<file path="src/hw/rtl/tis_pkg.sv">
package tis_pkg;

    localparam int VALUE_WIDTH = 32;
    localparam int RATIO_BITS_DEFAULT = 16;
    localparam int NUM_VERTICES = 3;

    localparam logic [1:0] VERTEX_0 = 2'd0;
    localparam logic [1:0] VERTEX_1 = 2'd1;
    localparam logic [1:0] VERTEX_2 = 2'd2;

    // indexed by the above-level code, bit k set when value_k > iso_level
    localparam logic [7:0] CROSSES_TAB = 8'b0111_1110;
    localparam logic [7:0][1:0] APEX_TAB = {
        VERTEX_0, VERTEX_0, VERTEX_1, VERTEX_2, VERTEX_2, VERTEX_1, VERTEX_0, VERTEX_0
    };

    typedef logic [VALUE_WIDTH-1:0] word_t;

    typedef struct packed {
        word_t value_0;
        word_t value_1;
        word_t value_2;
        word_t x_0;
        word_t y_0;
        word_t z_0;
        word_t x_1;
        word_t y_1;
        word_t z_1;
        word_t x_2;
        word_t y_2;
        word_t z_2;
    } tis_in_t;

    typedef struct packed {
        logic       segment_present;
        logic [1:0] apex_vertex;
        word_t      start_x;
        word_t      start_y;
        word_t      start_z;
        word_t      end_x;
        word_t      end_y;
        word_t      end_z;
    } tis_out_t;

    // geometry carried alongside the ratio division
    typedef struct packed {
        logic             present;
        logic [1:0]       apex;
        logic [2:0][VALUE_WIDTH-1:0] pa;
        logic [2:0][VALUE_WIDTH-1:0] mag_b;
        logic [2:0]       dir_b;
        logic [2:0][VALUE_WIDTH-1:0] mag_c;
        logic [2:0]       dir_c;
    } tis_geo_t;

    function automatic word_t abs_diff(input word_t a, input word_t b);
        word_t res;
        if ($signed(a) > $signed(b))
        begin
            res = a - b;
        end
        else
        begin
            res = b - a;
        end
        return res;
    endfunction

endpackage

</file>
<file path="src/hw/rtl/tis_classify.sv">
module tis_classify #(
    parameter int RATIO_BITS = tis_pkg::RATIO_BITS_DEFAULT
) (
    input  logic                  clk,
    input  logic                  rst_n,
    input  logic                  en,
    input  logic                  valid,
    input  tis_pkg::tis_in_t      item,
    input  tis_pkg::word_t        iso_level,
    output logic                  valid_reg,
    output tis_pkg::tis_geo_t     geo_reg,
    output tis_pkg::word_t        r0_reg,
    output tis_pkg::word_t        d0_reg,
    output logic [RATIO_BITS:0]   q0_reg,
    output tis_pkg::word_t        r1_reg,
    output tis_pkg::word_t        d1_reg,
    output logic [RATIO_BITS:0]   q1_reg
);

    tis_pkg::word_t    val [3];
    tis_pkg::word_t    pos [3][3];
    logic [2:0]        code;
    logic [1:0]        a, b, c;
    tis_pkg::word_t    na, db, dc;
    tis_pkg::tis_geo_t geo_next;
    tis_pkg::word_t    r0_next, r1_next;
    logic [RATIO_BITS:0] q0_next, q1_next;

    always_comb
    begin
        val[0] = item.value_0;
        val[1] = item.value_1;
        val[2] = item.value_2;
        pos[0][0] = item.x_0; pos[0][1] = item.y_0; pos[0][2] = item.z_0;
        pos[1][0] = item.x_1; pos[1][1] = item.y_1; pos[1][2] = item.z_1;
        pos[2][0] = item.x_2; pos[2][1] = item.y_2; pos[2][2] = item.z_2;
        for (int k = 0; k < 3; k++)
        begin
            code[k] = $signed(val[k]) > $signed(iso_level);
        end
        a = tis_pkg::APEX_TAB[code];
        case (a)
            tis_pkg::VERTEX_0:
            begin
                b = tis_pkg::VERTEX_1; c = tis_pkg::VERTEX_2;
            end
            tis_pkg::VERTEX_1:
            begin
                b = tis_pkg::VERTEX_2; c = tis_pkg::VERTEX_0;
            end
            default:
            begin
                b = tis_pkg::VERTEX_0; c = tis_pkg::VERTEX_1;
            end
        endcase
        na = tis_pkg::abs_diff(iso_level, val[a]);
        db = tis_pkg::abs_diff(val[b], val[a]);
        dc = tis_pkg::abs_diff(val[c], val[a]);

        geo_next.present = tis_pkg::CROSSES_TAB[code];
        geo_next.apex    = a;
        for (int k = 0; k < 3; k++)
        begin
            geo_next.pa[k]    = pos[a][k];
            geo_next.mag_b[k] = tis_pkg::abs_diff(pos[a][k], pos[b][k]);
            geo_next.dir_b[k] = $signed(pos[b][k]) > $signed(pos[a][k]);
            geo_next.mag_c[k] = tis_pkg::abs_diff(pos[a][k], pos[c][k]);
            geo_next.dir_c[k] = $signed(pos[c][k]) > $signed(pos[a][k]);
        end

        // ratio of one saturates: start the quotient at 1, it shifts up to 2^R
        if (na >= db)
        begin
            r0_next = '0;
            q0_next = (RATIO_BITS+1)'(1);
        end
        else
        begin
            r0_next = na;
            q0_next = '0;
        end
        if (na >= dc)
        begin
            r1_next = '0;
            q1_next = (RATIO_BITS+1)'(1);
        end
        else
        begin
            r1_next = na;
            q1_next = '0;
        end
    end

    always_ff @(posedge clk or negedge rst_n)
    begin
        if (!rst_n)
        begin
            valid_reg <= 1'b0;
        end
        else if (en)
        begin
            valid_reg <= valid;
        end
    end

    always_ff @(posedge clk)
    begin
        if (en)
        begin
            geo_reg <= geo_next;
            r0_reg  <= r0_next;
            d0_reg  <= db;
            q0_reg  <= q0_next;
            r1_reg  <= r1_next;
            d1_reg  <= dc;
            q1_reg  <= q1_next;
        end
    end

endmodule

</file>
<file path="config.mk">
export PLATFORM = sky130hd
export DESIGN_NAME = tis_classify
export DESIGN_NICKNAME = d
export VERILOG_FILES = /design/src/hw/rtl/tis_pkg.sv /design/src/hw/rtl/tis_classify.sv
export SDC_FILE = /design/constraint.sdc
export NUM_CORES = 2
export LEC_CHECK = 0
export BUFFER_PORTS_ARGS = -buffer_cell sky130_fd_sc_hd__buf_4
export CELL_PAD_IN_SITES_DETAIL_PLACEMENT = 0
export CELL_PAD_IN_SITES_GLOBAL_PLACEMENT = 1
export CORE_ASPECT_RATIO = 0.7
export CORE_MARGIN = 1.5
export CORE_UTILIZATION = 40
export CTS_CLUSTER_DIAMETER = 30
export DETAILED_ROUTE_END_ITERATION = 16
export PLACE_DENSITY = 0.81
export SYNTH_ARGS = -nofsm -noshare
export SYNTH_HDL_FRONTEND = slang
export SYNTH_SLANG_ARGS = --single-unit
</file>
<file path="constraint.sdc">
create_clock -name clk -period 0.8 [get_ports clk]
set_input_delay 0.08 -clock clk [delete_from_list [all_inputs] [get_ports clk]]
set_output_delay 0.08 -clock clk [all_outputs]
set_load 0.05 [all_outputs]
</file>
==> run summary <==
Register area share after synthesis = 23.4%
Fin. max-slew vios = 0
Area Overhead vs Synth = 60.8%
Layout cells sized above 1 = 40.9%
Critical path endpoint category = flip-flop
Global Route Usage Sum = 39.9%
Ys flop type = edfxtp_1
Min-Delay Path Class = in2reg
Cell count after synthesis = 6686
Clk pin slew, worst setup/hold paths = 0.05 ns
Tcrit/Tclk final = 1010%
Worst R2R Start = valid_reg$_DFFE_PN0P_
Root Driver = clkbuf_16
Detail Route Antenna Nets = 0
# setup viols final = 937
Initial DRC count = 6632
VDD IR max = 4670 µV
Placer congestion estimate = 1.14
Library cells used by synthesis = 93
Synth top area share = 23.4%
Util after Layout = 65.0%
Max stage delay cell, worst path = nor4_2
Final setup TNS = -2460.22 ns
Initial Utilization = 40.4%
Final Critical Period = 8.07 ns
Relative slew slack = 30.6%
CTS buffer count = 83
Failing checks = hold timing, setup timing
Via count = 66500
Status = finished with violations
Crit path depth = 48
Crit path capture = q1_reg[0]$_DFFE_PP_
Reg2Reg Setup Slack = 0.04 ns
Clk network pwr share = 7.3%
Flops & latches, synth = 428
Largest delay share family, worst path = compound AO/OA/AOI/OAI gates
Core Area = 136000 µm²
RR Endpoint = valid_reg$_DFFE_PN0P_
RSZ-0062 raised after global routing = true
Placement Setup Slack = -8.76 ns
Critical path buffers and inverters = 15
Synth Warn # = 0
Seq pwr share = 9.9%
Largest register FFs = 297
Cell Int Power = 246 mW
Combinational group share of total power = 82.8%
P_sw = 243 mW
Worst-Skew Late Latency = 0.70 ns
WL/cell = 24.6 µm
Setup CP Type = in2reg
WP data arrival = 8.52 ns
Post-Route WL = 291000 µm
DRC viols = 0
PD cells = 5540 nW/µm²
Reg2Reg Depth = 1
CTS tree = yes
Sw frac = 49.7%
CP max stage delay = 0.41 ns
Vias in the first global route = 63700
Max Cap Viol = 0
WHS = -0.140 ns
Startpoint types = primary input
# rows = 113
Area leader, netlist = edfxtp_1
Largest net degree at the start of global routing = 87
CP max FO = 7
Overflow after GRT = 0
Via/cell ratio = 5.63
FMAX = 0.124 GHz
Fin. Hold Viols = 82
DR pass1 iterations = 6
DP HPWL = 243000 µm
Ys async rst share = 0.234%
Full die area = 140000 µm²
LEAKAGE = 43.7 nW
CP Launch Point = iso_level[18]
Die Wd = 446 µm
CTS max path bufs = 3
PortBufs = 847
Syn avg cell area = 8.21 µm²
WP data required = 1.25 ns
Post-synth EDFFs = 427
Ports = 880
TritonCTS Sinks = 428
Initial antenna violation count = 51
Clk_skew = 0 ns
PnR worst setup slack = -7.27 ns
Post-layout net count = 11000
First-pass GRT wire length = 415000 µm
H-tree depth = 3
Slew @ Worst Pin = 1.04 ns
Synth area leaders = edfxtp_1 (23%), ha_1 (17%), a21oi_1 (7.7%)
Die H = 313 µm
Fillers = 11700
Mapped cell area = 54900 µm²
Final Power = 489 mW
-- per-stage QoR --
step	hold WS (ns)	instance area, µm²	std cells
3_5_place_dp	-0.140	81600	11500
4_1_cts	-0.185	87200	11700
3_3_place_gp	-0.145	81600	11500
2_1_floorplan	-0.216	56100	6717
6_report	-0.140	88300	11800
5_1_grt	-0.140	88300	11800
-- power groups by stage --
| stage | clock [mW] | sequential [mW] | combinational (mW) |
|---|---|---|---|
| global placement | 0 | 48.4 | 351 |
| CTS | 36.2 | 48.3 | 387 |
| finish | 35.8 | 48.3 | 404 |
| detailed placement | 0 | 48.2 | 353 |
| global route | 37.1 | 48.8 | 424 |
| floorplan | 0 | 81.7 | 148 |
-- routing by layer --
| metal | track usage, % | share of wire, % |
|---|---|---|
| met1 | 55.2 | 43 |
| met2 | 58.9 | 42 |
| met3 | 9.10 | 9.6 |
| met4 | 18.1 | 5.0 |
| met5 | 0 | 0.031 |
-- Yosys cell counts, types with 233 or more instances --
cell / number
ha_1: 733
a21oi_1: 846
edfxtp_1: 427
clkbuf_1: 318
inv_1: 667
o22a_1: 252
nand2_1: 259
o21a_1: 279
a21o_1: 314
mux2i_1: 233
nor2_1: 454
o21ai_0: 395
-- kinds of logic (layout without fill, tap and decap cells) --
logic type	after synthesis	count (layout)	share of synthesized area, %
compound gates	2631	2631	31.3
simple gates	1255	1255	10.9
buf+inv	1072	4293	7.59
fa+ha+maj	750	750	17.3
flops	428	428	23.4
xor+xnor	283	283	4.52
mux	266	266	4.95
other cells	1	71	0.00683
-- cells in the final DEF, fill, tap and decap left out, drive strengths merged, types with 31 or more instances in the layout --
master	synthesis	final
ha	733	733
o21a	279	279
diode	0	39
nand3	56	56
o22a	252	252
nand2b	46	46
a31oi	41	41
xor2	91	91
inv	667	679
conb	1	32
nand2	260	260
o21bai	176	176
o211ai	42	42
nand4	161	161
o31ai	31	31
a211oi	50	50
a21oi	848	848
buf	85	3462
a21o	314	314
mux2i	235	235
o21ai	397	397
edfxtp	427	427
nor2	454	454
clkbuf	318	94
a21boi	38	38
xnor2	192	192
nor3	73	73
mux2	31	31
nor2b	84	84
-- final cells by class --
type / instances / area [µm²] / share of cell area (%)
multi-input cells: 5217 / 40400 / 45.8
repair buffers: 3474 / 27200 / 30.9
inverters: 669 / 2560 / 2.90
clock inverters: 56 / 681 / 0.771
flip-flops and latches: 428 / 12800 / 14.6
clock buffers: 94 / 2120 / 2.40
well taps: 1840 / 2300 / 2.61
diodes: 39 / 97.6 / 0.111
-- worst min-delay path by stage --
stage                        start                      to  slack, ns  cells past startpoint
after CTS                 item[85]  geo_reg[219]$_DFFE_PP_      -0.19                      4
after floorplan              rst_n   valid_reg$_DFFE_PN0P_      -0.22                      0
after detailed placement     rst_n   valid_reg$_DFFE_PN0P_      -0.14                      1
final                     item[85]  geo_reg[219]$_DFFE_PP_      -0.14                      4
after global routing      item[14]  geo_reg[276]$_DFFE_PP_      -0.14                      4
after global placement       rst_n   valid_reg$_DFFE_PN0P_      -0.14                      1
-- timing repair --
item	4_1_cts	5_1_grt
endpoints found under the hold margin	217	105
hold buffers	6	1
setup buffers	89	31
resized for setup	386	183
pin swaps	89	37
gates cloned	16	0
endpoints found under the setup margin	855	925
No activity file was read; power rests on OpenSTA's default activity.
