===== config.mk =====
export PLATFORM = sky130hd
export DESIGN_NAME = tis_div_stage
export DESIGN_NICKNAME = d
export VERILOG_FILES = /design/src/hw/rtl/tis_pkg.sv /design/src/hw/rtl/tis_div_stage.sv
export SDC_FILE = /design/constraint.sdc
export NUM_CORES = 1
export LEC_CHECK = 0
export BUFFER_PORTS_ARGS = -buffer_cell sky130_fd_sc_hd__buf_4
export CORE_AREA = 2 2 355 357
export DETAILED_ROUTE_END_ITERATION = 12
export DIE_AREA = 0 0 357 359
export PLACE_DENSITY_LB_ADDON = 0.12
export SETUP_SLACK_MARGIN = 0.4
export SKIP_LAST_GASP = 1
export SYNTH_ARGS = -nofsm -noshare
export SYNTH_HDL_FRONTEND = slang
export SYNTH_SLANG_ARGS = --single-unit

===== constraint.sdc =====
create_clock -name clk -period 0.9 [get_ports clk]
set_input_delay 0.09 -clock clk [delete_from_list [all_inputs] [get_ports clk]]
set_output_delay 0.09 -clock clk [all_outputs]
set_load 0.005 [all_outputs]

===== src/hw/rtl/tis_pkg.sv =====
package tis_pkg;

    localparam int VALUE_WIDTH = 32;
    localparam int RATIO_BITS_DEFAULT = 16;
    localparam int NUM_VERTICES = 3;

    localparam logic [1:0] VERTEX_0 = 2'd0;
    localparam logic [1:0] VERTEX_1 = 2'd1;
    localparam logic [1:0] VERTEX_2 = 2'd2;

    // indexed by the above-level code, bit k set when value_k > iso_level
    localparam logic [7:0] CROSSES_TAB = 8'b0111_1110;
    localparam logic [7:0][1:0] APEX_TAB = {
        VERTEX_0, VERTEX_0, VERTEX_1, VERTEX_2, VERTEX_2, VERTEX_1, VERTEX_0, VERTEX_0
    };

    typedef logic [VALUE_WIDTH-1:0] word_t;

    typedef struct packed {
        word_t value_0;
        word_t value_1;
        word_t value_2;
        word_t x_0;
        word_t y_0;
        word_t z_0;
        word_t x_1;
        word_t y_1;
        word_t z_1;
        word_t x_2;
        word_t y_2;
        word_t z_2;
    } tis_in_t;

    typedef struct packed {
        logic       segment_present;
        logic [1:0] apex_vertex;
        word_t      start_x;
        word_t      start_y;
        word_t      start_z;
        word_t      end_x;
        word_t      end_y;
        word_t      end_z;
    } tis_out_t;

    // geometry carried alongside the ratio division
    typedef struct packed {
        logic             present;
        logic [1:0]       apex;
        logic [2:0][VALUE_WIDTH-1:0] pa;
        logic [2:0][VALUE_WIDTH-1:0] mag_b;
        logic [2:0]       dir_b;
        logic [2:0][VALUE_WIDTH-1:0] mag_c;
        logic [2:0]       dir_c;
    } tis_geo_t;

    function automatic word_t abs_diff(input word_t a, input word_t b);
        word_t res;
        if ($signed(a) > $signed(b))
        begin
            res = a - b;
        end
        else
        begin
            res = b - a;
        end
        return res;
    endfunction

endpackage


===== src/hw/rtl/tis_div_stage.sv =====
module tis_div_stage #(
    parameter int RATIO_BITS = tis_pkg::RATIO_BITS_DEFAULT
) (
    input  logic                  clk,
    input  logic                  rst_n,
    input  logic                  en,
    input  logic                  valid,
    input  tis_pkg::tis_geo_t     geo,
    input  tis_pkg::word_t        r0,
    input  tis_pkg::word_t        d0,
    input  logic [RATIO_BITS:0]   q0,
    input  tis_pkg::word_t        r1,
    input  tis_pkg::word_t        d1,
    input  logic [RATIO_BITS:0]   q1,
    output logic                  valid_reg,
    output tis_pkg::tis_geo_t     geo_reg,
    output tis_pkg::word_t        r0_reg,
    output tis_pkg::word_t        d0_reg,
    output logic [RATIO_BITS:0]   q0_reg,
    output tis_pkg::word_t        r1_reg,
    output tis_pkg::word_t        d1_reg,
    output logic [RATIO_BITS:0]   q1_reg
);

    localparam int W = tis_pkg::VALUE_WIDTH;

    logic [W:0]          rem0, rem1, sub0, sub1;
    tis_pkg::word_t      r0_next, r1_next;
    logic [RATIO_BITS:0] q0_next, q1_next;

    // one restoring step per ratio
    always_comb
    begin
        rem0 = {r0, 1'b0};
        sub0 = rem0 - {1'b0, d0};
        if (rem0 >= {1'b0, d0})
        begin
            r0_next = sub0[W-1:0];
            q0_next = {q0[RATIO_BITS-1:0], 1'b1};
        end
        else
        begin
            r0_next = rem0[W-1:0];
            q0_next = {q0[RATIO_BITS-1:0], 1'b0};
        end
        rem1 = {r1, 1'b0};
        sub1 = rem1 - {1'b0, d1};
        if (rem1 >= {1'b0, d1})
        begin
            r1_next = sub1[W-1:0];
            q1_next = {q1[RATIO_BITS-1:0], 1'b1};
        end
        else
        begin
            r1_next = rem1[W-1:0];
            q1_next = {q1[RATIO_BITS-1:0], 1'b0};
        end
    end

    always_ff @(posedge clk or negedge rst_n)
    begin
        if (!rst_n)
        begin
            valid_reg <= 1'b0;
        end
        else if (en)
        begin
            valid_reg <= valid;
        end
    end

    always_ff @(posedge clk)
    begin
        if (en)
        begin
            geo_reg <= geo;
            r0_reg  <= r0_next;
            d0_reg  <= d0;
            q0_reg  <= q0_next;
            r1_reg  <= r1_next;
            d1_reg  <= d1;
            q1_reg  <= q1_next;
        end
    end

endmodule


==> key figures, run 1 <==
Power and ir drop
  • Internal power: 48.97 mW
  • Combinational share of power: 0.234
  • Worst vdd ir: 1.589 mV
  • Clock share of power: 0.360
  • Power share of the sequential group: 0.406
  • PD cells: 1707 nW/um^2
  • PnR Total Power: 65.97 mW
  • Sw Pwr: 17.00 mW
  • Lkg Pwr: 16.25 nW
  • Switching Share: 0.2577

Logic synthesis
  • Cells after Synth: 1133
  • Async SR Flop Fraction: 0.002174
  • Syn nets: 1662
  • Flops & latches, synth: 460
  • Simple-gate share of the synthesized area: 0.04676
  • Post-synthesis mux area share: 0.02585
  • Area share of fa/ha/maj cells after synthesis: 0.04547
  • Yosys Warn Count: 0
  • Synth Flop Type: edfxtp_1
  • Synth Area in Compound Gates: 0.08607
  • Largest family of logic cells by synthesized area: compound AO/OA/AOI/OAI gates
  • Syn avg cell area: 16.32 sq um
  • Synth Cell Area: 18490 sq um
  • Post-synth EDFFs: 459
  • Seq/Total Area, Yosys: 0.7468
  • Synth cell types: 66
  • Post-Synth XOR/XNOR Area: 0.02510

STA
  • Worst Tran Pin Value: 0.4017 ns
  • Slew Limit Headroom: 0.7299
  • Setup violations, final: 526
  • Clk_skew: 0 ns
  • Final period utilization: 2.539
  • Post-route setup slack: -1.385 ns
  • F_max: 437.6 MHz
  • Slew Viols, Final: 0
  • Post-layout minimum cycle time: 2.285 ns
  • Final Hold Vio Count: 86
  • Unrepaired setup endpoints after global routing: true
  • Hold_ws: -0.2527 ns

Die
  • Die area: 128200 sq um
  • Placement Rows: 130
  • CORE AREA: 124600 sq um
  • Initial cell density of the core: 0.1484
  • Die Width: 357 um
  • I/O Pins: 923
  • Die extent in y: 359 um

Drt
  • Drt total wl: 92440 um
  • DR vias: 16447
  • 1st-iter DRT viols: 588
  • First-pass iteration count of the detailed router: 5
  • Routed length per instance: 20.36 um
  • Residual DRC count: 0
  • DRT antenna net count: 0
  • Vias per cell: 3.622

Clocking
  • Total CTS buffers: 59
  • Worst skew pair latency: 0.64 ns
  • Root Driver: clkbuf_16
  • Clock-pin slew on the worst setup and hold paths: 0.06 ns
  • H-tree levels: 2
  • CTS tree: yes
  • Worst-case clock buffer depth: 3
  • CTS sink cnt: 460

Global routing
  • Largest net degree at the start of global routing: 26
  • Total global routing track utilization: 0.1378
  • Initial antenna violation count: 25
  • First-pass GRT wire length: 128200 um
  • Global route total overflow: 0
  • Vias in the first global route: 18205

Min path
  • HP Class: in2reg

Critical path
  • CP Capture Type: flop
  • Worst EP required: 1.30 ns
  • Worst Path Arrival: 2.68 ns
  • Critical Path Source Type: primary input
  • Crit Path Max Fanout: 6
  • Setup Crit Path Kind: in2reg

Place
  • Port bufs: 920
  • Gpl congestion: 0.7859
  • Post-detail-place hpwl: 73410 um
  • Placement Setup Slack: -2.215 ns

Status
  • Outcome: complete, but fails checks
  • Failing checks: hold timing, setup timing

Final layout
  • Layout cells sized above 1: 0.5288
  • Max reg flops: 297
  • Final net count: 3360
  • Syn-to-layout area delta: 109.0%

Run
  • Max Cap Viol: 0
## placed cells by master, fill, tap and decap left out, types with 9 or more instances in the layout
| master | instances |
|---|---|
| a21o_1 | 35 |
| a21oi_1 | 52 |
| and3_1 | 9 |
| buf_12 | 25 |
| buf_4 | 892 |
| buf_6 | 309 |
| buf_8 | 14 |
| clkbuf_1 | 12 |
| clkbuf_16 | 61 |
| clkinv_1 | 12 |
| clkinv_2 | 9 |
| diode_2 | 11 |
| dlygate4sd3_1 | 421 |
| edfxtp_1 | 459 |
| ha_1 | 40 |
| ha_4 | 24 |
| inv_1 | 61 |
| mux2_4 | 32 |
| nand2_1 | 26 |
| nand2_2 | 11 |
| nand2_4 | 14 |
| nand3_1 | 17 |
| nand4_1 | 12 |
| nor2_1 | 22 |
| o21a_1 | 15 |
| o21ai_0 | 25 |
| o21ai_1 | 11 |
| o21ai_2 | 20 |
| xnor2_1 | 30 |
| xor2_1 | 22 |
## cells by family (layout without fill, tap and decap cells)
| group | count (synthesis) | in the layout |
|---|---|---|
| DFF | 460 | 460 |
| AOI/OAI and AO/OA | 239 | 239 |
| and+or+nand+nor | 172 | 172 |
| buffers and inverters | 107 | 1854 |
| adders and majority gates | 66 | 66 |
| xor gates and xnor gates | 53 | 53 |
| muxes | 36 | 36 |
| other | 0 | 11 |
## cell type report
class,count,area [sq um]
antenna,11,27.53
clock buffer,71,1521
clock inverter,39,411.6
fill,12786,85940
inverter,76,337.8
multi-input combinational,566,5194
sequential,460,13810
tap,1650,2064
timing repair buffer,1668,15290
## power groups by stage
stage / clock [mW] / combinational (mW) / sequential [mW]
global route: 25.6 / 16.6 / 27.0
finish: 23.8 / 15.4 / 26.8
detailed placement: 0 / 11.9 / 27.0
floorplan: 0 / 3.23 / 27.1
global placement: 0 / 11.9 / 27.0
CTS: 24.8 / 14.9 / 26.8
## through the flow
step           cells  hold WS (ns)    util  instance area [sq um]  setup TNS (ns)
6_report        4541       -0.2527  0.3102                  38650         -251.52
5_1_grt         4535       -0.3049  0.3101                  38640         -287.74
4_1_cts         4516       -0.3300  0.3021                  37630         -286.97
3_5_place_dp    3956       -0.1321  0.2401                  29910         -194.22
3_3_place_gp    3956       -0.1344  0.2401                  29910         -192.13
2_1_floorplan   1133       -0.2056       -                  18760         -113.92
## path summary, 6_finish.rpt
kind	slack, ns	cells after the start	from	end
worst max-delay path	-1.39	14	r0[3]	r0_reg[3]$_DFFE_PP_
worst min-delay path	-0.25	2	r0[3]	r0_reg[4]$_DFFE_PP_
worst max register to register	0.12	1	valid_reg$_DFFE_PN0P_	valid_reg$_DFFE_PN0P_
worst min register to register	0.56	1	valid_reg$_DFFE_PN0P_	valid_reg$_DFFE_PN0P_
max in group asynchronous	0.51	3	rst_n	valid_reg$_DFFE_PN0P_
min in group asynchronous	0.29	3	rst_n	valid_reg$_DFFE_PN0P_
## timing repair
item                       4_1_cts  5_1_grt
gates resized for setup        331      215
hold buffers                   417        5
hold endpoints to repair       506       91
pin swaps                       47       44
buffers inserted                28        8
gates cloned                     5        2
setup endpoints to repair      527      528
## worst max-delay path, stage by stage
cell and delay [ns]:
buf_8 0.10, ha_4 0.24, a21o_1 0.20, or3_4 0.41
a31oi_4 0.19, o21ai_4 0.09, a311oi_4 0.25, o211ai_2 0.13
a41oi_4 0.19, buf_6 0.13, buf_6 0.10, buf_6 0.09
buf_12 0.13, mux2_2 0.33
## synth_stat cells, types with 7 or more instances
master      n  area [sq um]
a21o_1     35         262.8
a21oi_1    60         300.3
a31oi_1     9         56.30
and3_1     14         87.58
clkbuf_1   21         78.83
edfxtp_1  459         13780
ha_1       64         800.8
inv_1      76         285.3
mux2_1      7         78.83
mux2_2      7         78.83
mux2_4     20         300.3
nand2_1    52         195.2
nand2b_1    8         50.05
nand3_1    21         105.1
nand4_1    12         75.07
nor2_1     27         101.4
nor2b_1     9         56.30
nor3_1     10         50.05
o21a_1     15         112.6
o21ai_0    57         285.3
o21bai_1    8         60.06
xnor2_1    30         262.8
xor2_1     23         201.4
## layer usage
| layer | routed length [um] | global-route usage | vias up |
|---|---|---|---|
| li1 | - | - | 7757 |
| met1 | 35050 | 0.1511 | 7942 |
| met2 | 46760 | 0.2469 | 607 |
| met3 | 7178 | 0.04376 | 127 |
| met4 | 3361 | 0.04976 | 14 |
| met5 | 85 | 0 | - |
No activity file was read; power rests on OpenSTA's default activity.
==> run 2: changes to the inputs <==
--- a/config.mk
+++ b/config.mk
@@ -5,10 +5,11 @@
 export SDC_FILE = /design/constraint.sdc
 export NUM_CORES = 1
 export LEC_CHECK = 0
+export ABC_AREA = 1
 export BUFFER_PORTS_ARGS = -buffer_cell sky130_fd_sc_hd__buf_4
-export CORE_AREA = 2 2 355 357
+export CORE_AREA = 2 2 357 359
 export DETAILED_ROUTE_END_ITERATION = 12
-export DIE_AREA = 0 0 357 359
+export DIE_AREA = 0 0 359 361
 export PLACE_DENSITY_LB_ADDON = 0.12
 export SETUP_SLACK_MARGIN = 0.4
 export SKIP_LAST_GASP = 1
==> key figures, run 2 <==
Logic synthesis
  • Synth Flop Type: edfxtp_1
  • Synth Cell Area: 19860 sq um
  • Async SR Flop Fraction: 0.002174
  • Most instantiated cells after synthesis: nand2_1 (614), edfxtp_1 (459), inv_1 (295)
  • Syn nets: 2286
  • Synth cell types: 28
  • Top-count cell post-synth: nand2_1
  • Seq/Total Area, Yosys: 0.6952
  • Yosys Warn Count: 0
  • Flops & latches, synth: 460
  • Top cell type's share of synthesized area: 0.6940
  • Top cells by area, synth: edfxtp_1 (69%), nand2_1 (12%), inv_1 (5.6%)
  • Post-synth EDFFs: 459
  • Cells after Synth: 1757
  • Syn avg cell area: 11.30 sq um
  • Synth area leader: edfxtp_1

Run
  • Max Cap Viol: 0

Drt
  • 1st-iter DRT viols: 939
  • DR vias: 19032
  • Residual DRC count: 0
  • Routed length per instance: 19.92 um
  • Vias per cell: 3.658
  • Drt total wl: 103600 um
  • DRT antenna net count: 0
  • First-pass iteration count of the detailed router: 7

Critical path
  • CP Capture Type: flop
  • Setup Crit Path Kind: in2reg
  • Reg2Reg Setup Slack: 0.14 ns
  • Worst EP required: 1.32 ns
  • Critical Path Source Type: primary input
  • CP dominant cell by count: nand2_2
  • R2R depth: 1
  • CP Cell Sequence: buf_8, clkinvlp_4, ha_4, buf_6, nand2_2, nand2_2, a21oi_2, nor2_1, nor2_1, nand2_2, nor2_4, nand2_8, buf_12, buf_16, nand3_2, nand2_1
  • FF-to-FF End: valid_reg$_DFFE_PN0P_
  • Reg2Reg Launch Point: valid_reg$_DFFE_PN0P_
  • Worst Path Arrival: 1.88 ns
  • Largest stage delay, worst path: 0.27 ns
  • Start point of the critical path: d0[28]
  • Critical path's slowest cell: ha_4
  • Worst Setup EP: r0_reg[16]$_DFFE_PP_
  • Crit Path Max Fanout: 8

Status
  • Outcome: complete, but fails checks
  • Failing checks: hold timing, setup timing

Power and ir drop
  • Worst vdd ir: 1.381 mV
  • Sw Pwr: 18.45 mW
  • Combinational share of power: 0.242
  • Power share of the sequential group: 0.394
  • Switching Share: 0.2720
  • Lkg Pwr: 18.37 nW
  • PD cells: 1653 nW/um^2
  • Clock share of power: 0.364
  • Internal power: 49.37 mW

Die
  • Die area: 129600 sq um
  • Die extent in y: 361 um
  • I/O Pins: 923
  • CORE AREA: 125400 sq um
  • Initial cell density of the core: 0.1584
  • Die Width: 359 um
  • Placement Rows: 130

Final layout
  • Commonest non-fill, non-tap cell in the layout: buf_4
  • Final net count: 4017
  • Multi-input logic area: 6490 sq um
  • FF+latch area: 13810 sq um
  • FILL cells: 12894
  • Final non-filler cell total: 5203
  • Final instance area: 41020 sq um
  • Syn-to-layout area delta: 106.5%
  • Layout cells sized above 1: 0.4692
  • Max reg flops: 297
  • Highest-count cells in the layout ignoring fill and taps: buf_4 (904), nand2_1 (465), edfxtp_1 (459)

Clocking
  • Total CTS buffers: 60
  • Worst-case clock buffer depth: 3
  • H-tree levels: 2
  • Clock-pin slew on the worst setup and hold paths: 0.06 ns
  • CTS tree: yes
  • CTS sink cnt: 460
  • Root Driver: clkbuf_16
  • Worst skew pair latency: 0.63 ns

Min path
  • HP Class: in2reg

Global routing
  • Largest net degree at the start of global routing: 25
  • First-pass GRT wire length: 144200 um
  • Total global routing track utilization: 0.1539
  • Vias in the first global route: 20384
  • Global route total overflow: 0
  • Initial antenna violation count: 27

Place
  • Placement Setup Slack: -1.253 ns
  • Dpl cells: 4586
  • Port bufs: 920
  • Post-detail-place hpwl: 82760 um
  • Gpl congestion: 0.8687
  • Post-place instance area: 31830 sq um

STA
  • Final Hold Vio Count: 29
  • Setup violations, final: 526
  • Hold_ws: -0.1735 ns
  • Post-route setup slack: -0.5639 ns
  • Final period utilization: 1.627
  • F_max: 683.1 MHz
  • Unrepaired setup endpoints after global routing: true
  • Slew Limit Headroom: 0.6122
  • Post-layout minimum cycle time: 1.464 ns
  • Worst Tran Pin Value: 0.5797 ns
  • Slew Viols, Final: 0
  • Clk_skew: 0 ns
==> run 2: what timing repair did <==
action	4_1_cts	5_1_grt
resized for setup	363	245
cloned	8	1
pin swaps	38	57
hold buffers	444	9
buffers inserted	15	13
endpoints found under the setup margin	527	527
endpoints found under the hold margin	516	49
==> run 2: metrics by stage <==
stage,TNS [ns],power (mW),util
2_1_floorplan,-46.40,30.61,-
3_3_place_gp,-128.55,39.83,0.2538
3_5_place_dp,-129.72,39.79,0.2538
4_1_cts,-231.47,68.30,0.3178
5_1_grt,-236.68,71.04,0.3270
6_report,-199.19,67.82,0.3271
==> run 2: how the worst min path moves through the flow <==
stage                       from               endpoint  cells after the start
after floorplan            rst_n  valid_reg$_DFFE_PN0P_                      0
after global placement     rst_n  valid_reg$_DFFE_PN0P_                      1
after detailed placement   rst_n  valid_reg$_DFFE_PN0P_                      1
after CTS                  d1[1]    d1_reg[1]$_DFFE_PP_                      1
after global routing      r0[16]   r0_reg[17]$_DFFE_PP_                      4
final                     r0[16]   r0_reg[17]$_DFFE_PP_                      4
==> run 2: logic make-up (layout without fill, tap and decap cells) <==
logic type | Yosys count | in the layout | share of synthesized area
DFF | 460 | 460 | 0.6952
and+or+nand+nor | 839 | 839 | 0.1732
muxes | 1 | 1 | 0.0005669
other | 0 | 13 | 0
buffers and inverters | 315 | 2098 | 0.06375
adders and majority gates | 66 | 66 | 0.04233
xor gates and xnor gates | 28 | 28 | 0.01235
AOI/OAI and AO/OA | 48 | 48 | 0.01260
==> run 2: area by class of cell <==
| class | instances | share of cell area |
|---|---|---|
| Sequential cell | 460 | 0.3366 |
| Clock buffer | 65 | 0.03758 |
| Tap cell | 1650 | 0.05032 |
| Clock inverter | 49 | 0.01186 |
| Multi-Input combinational cell | 982 | 0.1582 |
| Inverter | 301 | 0.02949 |
| Timing Repair Buffer | 1680 | 0.3734 |
| Timing Repair inverter | 3 | 0.001708 |
| Antenna cell | 13 | 0.0007930 |
==> run 2: critical path, delay by kind of cell <==
family                   cells  cell delay [ns]
AO/OA/AOI/OAI                1             0.13
AND/OR/NAND/NOR              9             0.70
adder cells (fa/ha/maj)      1             0.27
buffers and inverters        5             0.66
==> run 2: metal layers <==
metal  global-route usage  vias up  wire, um
met5                    0        -       112
met4              0.06188       18      4309
met3              0.04466      163      7164
met2               0.2793      672     52830
met1               0.1675     8953     39210
li1                     -     9226         -
==> run 2: power groups by stage <==
stage / clock network, mW / registers (mW) / logic, mW
finish: 24.7 / 26.7 / 16.4
detailed placement: 0 / 26.9 / 12.9
floorplan: 0 / 27.0 / 3.59
global route: 26.5 / 26.9 / 17.6
CTS: 25.8 / 26.7 / 15.8
global placement: 0 / 26.9 / 12.9
